## config.mk

```make
export PLATFORM = sky130hd
export DESIGN_NAME = bsp_div
export DESIGN_NICKNAME = d
export VERILOG_FILES = /design/src/rtl/core/bsp_div.sv
export SDC_FILE = /design/constraint.sdc
export NUM_CORES = 2
export LEC_CHECK = 0
export BUFFER_PORTS_ARGS = -buffer_cell sky130_fd_sc_hd__buf_4
export CORE_MARGIN = 2
export CORE_UTILIZATION = 66
export CTS_BUF_LIST = sky130_fd_sc_hd__clkbuf_2 sky130_fd_sc_hd__clkbuf_4 sky130_fd_sc_hd__clkbuf_8
export DETAILED_ROUTE_END_ITERATION = 16
export GPL_TIMING_DRIVEN = 0
export PLACE_DENSITY = 0.83
export SLEW_MARGIN = 20
export SYNTH_ARGS = -nofsm -noshare
export SYNTH_HDL_FRONTEND = slang
export SYNTH_SLANG_ARGS = --single-unit
```

## constraint.sdc

```tcl
create_clock -name clk -period 5.1 [get_ports clk]
set_input_delay 0.255 -clock clk [delete_from_list [all_inputs] [get_ports clk]]
set_output_delay 0.255 -clock clk [all_outputs]
set_load 0.005 [all_outputs]
```

## src/rtl/core/bsp_div.sv

```systemverilog
// ----------------------------------------------------------------------------
// bsp_div
// Pipelined unsigned restoring divider, one quotient bit per stage, with
// quotient overflow detection and a sideband that travels with each item.
// ----------------------------------------------------------------------------
module bsp_div #(
    parameter int NW = 32,
    parameter int DW = 32,
    parameter int QB = 16,
    parameter int PW = 1
) (
    input  logic          clk,
    input  logic          rst_n,
    input  logic          en,
    input  logic          in_valid,
    input  logic [NW-1:0] num,
    input  logic [DW-1:0] den,
    input  logic [PW-1:0] in_side,
    output logic          out_valid,
    output logic [QB-1:0] quo,
    output logic          ovf,
    output logic [PW-1:0] out_side
);

    localparam int CW = (NW > DW) ? NW : DW;

    logic          valid_reg [QB+1];
    logic [DW-1:0] rem_reg   [QB+1];
    logic [QB-1:0] low_reg   [QB+1];
    logic [QB-1:0] quo_reg   [QB+1];
    logic [DW-1:0] den_reg   [QB+1];
    logic          ovf_reg   [QB+1];
    logic [PW-1:0] side_reg  [QB+1];

    logic [NW-1:0] hi;
    logic [CW-1:0] hi_ext;

    // If the upper part of the numerator is below the divisor, the quotient
    // fits in QB bits and that upper part is the starting remainder.
    assign hi     = num >> QB;
    assign hi_ext = CW'(hi);

    always_ff @(posedge clk or negedge rst_n)
    begin
        if (!rst_n)
        begin
            valid_reg[0] <= 1'b0;
        end
        else if (en)
        begin
            valid_reg[0] <= in_valid;
        end
    end

    always_ff @(posedge clk)
    begin
        if (en)
        begin
            rem_reg[0]  <= hi_ext[DW-1:0];
            low_reg[0]  <= num[QB-1:0];
            quo_reg[0]  <= '0;
            den_reg[0]  <= den;
            ovf_reg[0]  <= (hi_ext >= CW'(den));
            side_reg[0] <= in_side;
        end
    end

    for (genvar k = 1; k <= QB; k++)
    begin : g_stage
        logic [DW:0]   trial;
        logic          fits;
        logic [DW:0]   diff;

        assign trial = {rem_reg[k-1], low_reg[k-1][QB-1]};
        assign fits  = (trial >= {1'b0, den_reg[k-1]});
        assign diff  = trial - {1'b0, den_reg[k-1]};

        always_ff @(posedge clk or negedge rst_n)
        begin
            if (!rst_n)
            begin
                valid_reg[k] <= 1'b0;
            end
            else if (en)
            begin
                valid_reg[k] <= valid_reg[k-1];
            end
        end

        always_ff @(posedge clk)
        begin
            if (en)
            begin
                rem_reg[k]  <= fits ? diff[DW-1:0] : trial[DW-1:0];
                low_reg[k]  <= low_reg[k-1] << 1;
                quo_reg[k]  <= (quo_reg[k-1] << 1) | QB'(fits);
                den_reg[k]  <= den_reg[k-1];
                ovf_reg[k]  <= ovf_reg[k-1];
                side_reg[k] <= side_reg[k-1];
            end
        end
    end

    assign out_valid = valid_reg[QB];
    assign quo       = quo_reg[QB];
    assign ovf       = ovf_reg[QB];
    assign out_side  = side_reg[QB];

endmodule

```

# Word-level counts from Yosys, hierarchy flattened
# Memories as Yosys holds them, arrays and structs flattened.
# Cells that the tools add are included.
[op_classes]
n_addsub = 16
bitwise = 16
muxes = 18
n_lt_le_gt_ge = 17
[ops]
columns = ["cell", "n"]
rows = [
  ["33-bit by 32-bit >= comparator with 1-bit output", 16],
  ["32-bit 2-to-1 mux", 16],
  ["32-bit subtractor", 16],
  ["16-bit by 1-bit OR with 16-bit output", 16],
  ["16-bit by 32-bit >= comparator with 1-bit output", 1],
  ["1-bit 2-to-1 mux", 2],
]
[totals]
input_bits = 69
ff_bits = 17
ram_bits = 1666
memories = 6
out_inout_bits = 19
elab_cells = 90
[mem_list]
columns = ["memory", "words", "word_bits", "read_ports", "rd_ports_with_merged_regs", "wr", "line", "rtl"]
rows = [
  ["den_reg", 17, 32, 16, 0, 17, "31", "logic [DW-1:0] den_reg [QB+1];"],
  ["rem_reg", 17, 32, 16, 0, 17, "28", "logic [DW-1:0] rem_reg [QB+1];"],
  ["low_reg", 17, 16, 16, 0, 17, "29", "logic [QB-1:0] low_reg [QB+1];"],
  ["quo_reg", 17, 16, 17, 0, 17, "30", "logic [QB-1:0] quo_reg [QB+1];"],
  ["ovf_reg", 17, 1, 17, 0, 17, "32", "logic ovf_reg [QB+1];"],
  ["side_reg", 17, 1, 17, 0, 17, "33", "logic [PW-1:0] side_reg [QB+1];"],
]

# Longest topological paths before layout
# An unclocked memory read counts as a cell.
[logic_depth]
word_depth = 3
depth_mapped = 16
depth_no_buf = 14

# Worst setup path after synthesis
# Ideal clock, no wire load.
[synth_path]
path_type = "register to register"
from = "mem den_reg[4][1], in the netlist den_reg[0][129]"
to = "mem rem_reg[5][25], in the netlist rem_reg[0][185] (data pin)"
required_time_ns = 4.840
setup_ns = 0.260
arrival_ns = 3.377
slack_ns = 1.463
path_buffers = 1
path_stages_with_launch = 15
period_less_slack_ns = 3.637
cell_sequence = "edfxtp_1 -> inv_1 -> ha_1 -> nor2b_1 -> o31a_1 -> o31ai_2 -> nand3_1 -> a221oi_2 -> a21oi_1 -> a221o_1 -> a221oi_2 -> o21ai_1 -> a21oi_2 -> buf_4 -> mux2_2"
[synth_rtl]
columns = ["item", "line"]
rows = [
  ["from (decl)", "31"],
  ["to (decl)", "28"],
]

==> flow_summary.toml <==
[worst_setup_path]
worstPathRequired_ns = 5.71
crit_path_end_kind = "register"
setup.worst_path.start_class = "register"
arrival_ns = 5.57
worstSetupPathType = "reg2reg"
crit_fanout = 10

[die]
die_w_um = 333
die_y_um = 333
core-area_um2 = 107000
io_pins = 88
fp.dieArea_um2 = 111000
start_util = 0.667
fp-row-count = 120

[placed_design]
place_ws_ns = -0.0105
numPlacedInstances = 7526
placed_cell_area_um2 = 74200
hpwlAfterDp_um = 126000
portBuffers = 87
place_congestion = 0.976

[cells_and_area]
final_cells = 7977
area_growth_syn_to_layout_pct = 10.7
largest_reg_flops = 512
layout.nets = 7005
final_area_um2 = 79100
drive_gt1_frac = 0.111

[yosys]
ys_ff_latch = 1331
synth_edf_count = 1314
ys.flop_type = "edfxtp_1"
synth_cell_types = 84
syn_area_um2 = 71500
yosys_warnings = 0
synth-seq-area-share = 0.558
syn_avg_cell_area_um2 = 11.9
netlist_instances = 6027
ys_async_sr_fraction = 0.0128
syn-num-nets = 6624

[cts]
cts_buffers = 208
cts_root_buffer = "clkbuf_8"
h-tree-depth = 4
insertion_delay_ns = 0.92
cts.sinks = 1331
cts_buffer_depth = 3
cts.clk_slew.worst_paths_ns = 0.07
cts_tree = "yes"

[sta]
worst_slack_ns = 0.141
worst_pin_slew_ns = 1.10
whs_ns = 0.0679
clock_skew_ns = 0.0499
fmax_ghz = 0.202
setup_violations = 0
finalCriticalPeriod_ns = 4.96
max_slew_margin = 0.258
period_share = 0.972
drv_slew = 0
hold_violations = 0
rsz0062_at_grt = "no"

[global_routing]
grt_max_degree = 169
grt-ovfl-total = 0
grt_pass1_vias = 48400
grt_first_pass_wirelength_um = 264000
antenna_found_initial = 4
track_usage = 0.308

[route]
drt-initial-drc-count = 3743
wl_um = 171000
drc = 0
routed_via_density = 6.04
wl_per_cell_um = 21.4
dr.pass1.iters = 6
vias = 48200
ant_nets = 0

[outcome]
status = "completed"

[job]
drv_cap = 0

[power]
peakVddDrop_mv = 0.331
p_leak_uw = 0.0329
p_per_area_nw_per_um2 = 581

[hold_path]
min_path_type = "in2reg"
kinds of logic after synthesis:
logic type | synth area share
and+or+nand+nor | 0.0777
xor gates and xnor gates | 0.0489
DFF | 0.558
AOI/OAI and AO/OA | 0.140
muxes | 0.0400
buffers and inverters | 0.0422
adders and majority gates | 0.0940
cell usage after synthesis (14+ instances only):
library cell	count	area, um^2
a211o_1	14	123
a211oi_1	34	255
a21boi_0	34	255
a21o_1	295	2210
a21oi_1	493	2470
a31o_2	15	131
a31oi_1	40	250
and2_1	23	144
and3_1	38	238
clkbuf_1	136	510
dfrtp_1	17	425
edfxtp_1	1314	39500
fa_1	15	300
ha_1	513	6420
inv_1	626	2350
mux2_2	203	2290
mux2_4	27	405
mux2i_1	17	170
nand2_1	332	1250
nand2b_1	66	413
nand3_1	88	440
nand4_1	87	544
nor2_1	304	1140
nor2b_1	74	463
nor3_1	41	205
nor4_1	23	144
o211ai_1	22	165
o21a_1	68	510
o21ai_0	353	1770
o21bai_1	49	368
o31a_1	17	149
o31ai_1	31	233
or3_1	21	131
xnor2_1	230	2010
xor2_1	169	1480
stage by stage:
step	util	setup TNS (ns)	total power, uW
after floorplan	-	0	31000
after global placement	0.689	-9098.14	36300
after detailed placement	0.692	-0.0105	36600
after CTS	0.738	0	45800
after global routing	0.738	0	48700
final	0.738	0	45900
worst paths after layout:
kind / start / endpoint / slack (ns) / depth (start not counted)
min: num[21] / rem_reg[0][5]$_DFFE_PP_ / 0.07 / 2
min in group asynchronous: rst_n / valid_reg[8]$_DFFE_PN0P_ / 0.60 / 3
max in group asynchronous: rst_n / valid_reg[7]$_DFFE_PN0P_ / 4.03 / 3
min reg2reg: quo_reg[7][8]$_DFFE_PP_ / quo_reg[7][25]$_DFFE_PP_ / 0.41 / 0
max reg2reg: rem_reg[0][167]$_DFFE_PP_ / rem_reg[0][218]$_DFFE_PP_ / 0.14 / 13
max: rem_reg[0][167]$_DFFE_PP_ / rem_reg[0][218]$_DFFE_PP_ / 0.14 / 13
power by group:
part | internal (uW) | total, uW | switching, uW
clock network | 4700 | 9060 | 4370
registers | 15500 | 17000 | 1510
logic | 8520 | 19900 | 11400
total | 28700 | 45900 | 17300
layout by cell type (no fill, tap or decap), types with 134 or more instances in the layout:
master       n
xor2_1     169
nand2_1    332
inv_1      626
clkbuf_8   210
a21o_1     295
edfxtp_1  1314
ha_1       513
o21ai_0    353
clkbuf_1   134
mux2_2     203
nor2_1     304
a21oi_1    493
xnor2_1    230
final cells by class:
type | instances | area, um^2
Inverter | 626 | 2350
Buffer | 160 | 669
Sequential cell | 1331 | 39900
Multi-Input combinational cell | 3910 | 28700
Timing Repair Buffer | 171 | 1660
Fill cell | 7012 | 28100
Clock inverter | 113 | 888
Tap cell | 1403 | 1760
Antenna cell | 3 | 7.51
Clock buffer | 260 | 3270
critical path, stage by stage (launching register included):
cell and delay (ns):
edfxtp_1 0.40, ha_1 0.40, nand4_1 0.23, nor3_1 0.25, o31ai_1 0.16, a31o_2 0.28
nor4_1 0.42, o21ai_1 0.17, o22ai_1 0.33, nor2_1 0.14, o41ai_4 0.94, buf_2 0.45
buf_2 0.38, a21oi_1 0.13
per-layer routing:
layer,routed length [um],GRT usage,vias to the layer above
met5,0,0,-
met4,10100,0.169,0
met3,8230,0.0424,455
met2,86700,0.546,1580
met1,66000,0.360,23200
li1,-,-,23000
timing repair:
| item | in CTS | in global routing |
|---|---|---|
| hold endpoints to repair | 203 | 0 |
| pin swaps | 0 | 1 |
| resized for setup | 1 | 6 |
| endpoints found under the setup margin | 8 | 37 |
| setup buffers | 0 | 4 |
| hold buffers | 71 | 0 |
(Power assumes the default switching activity.)
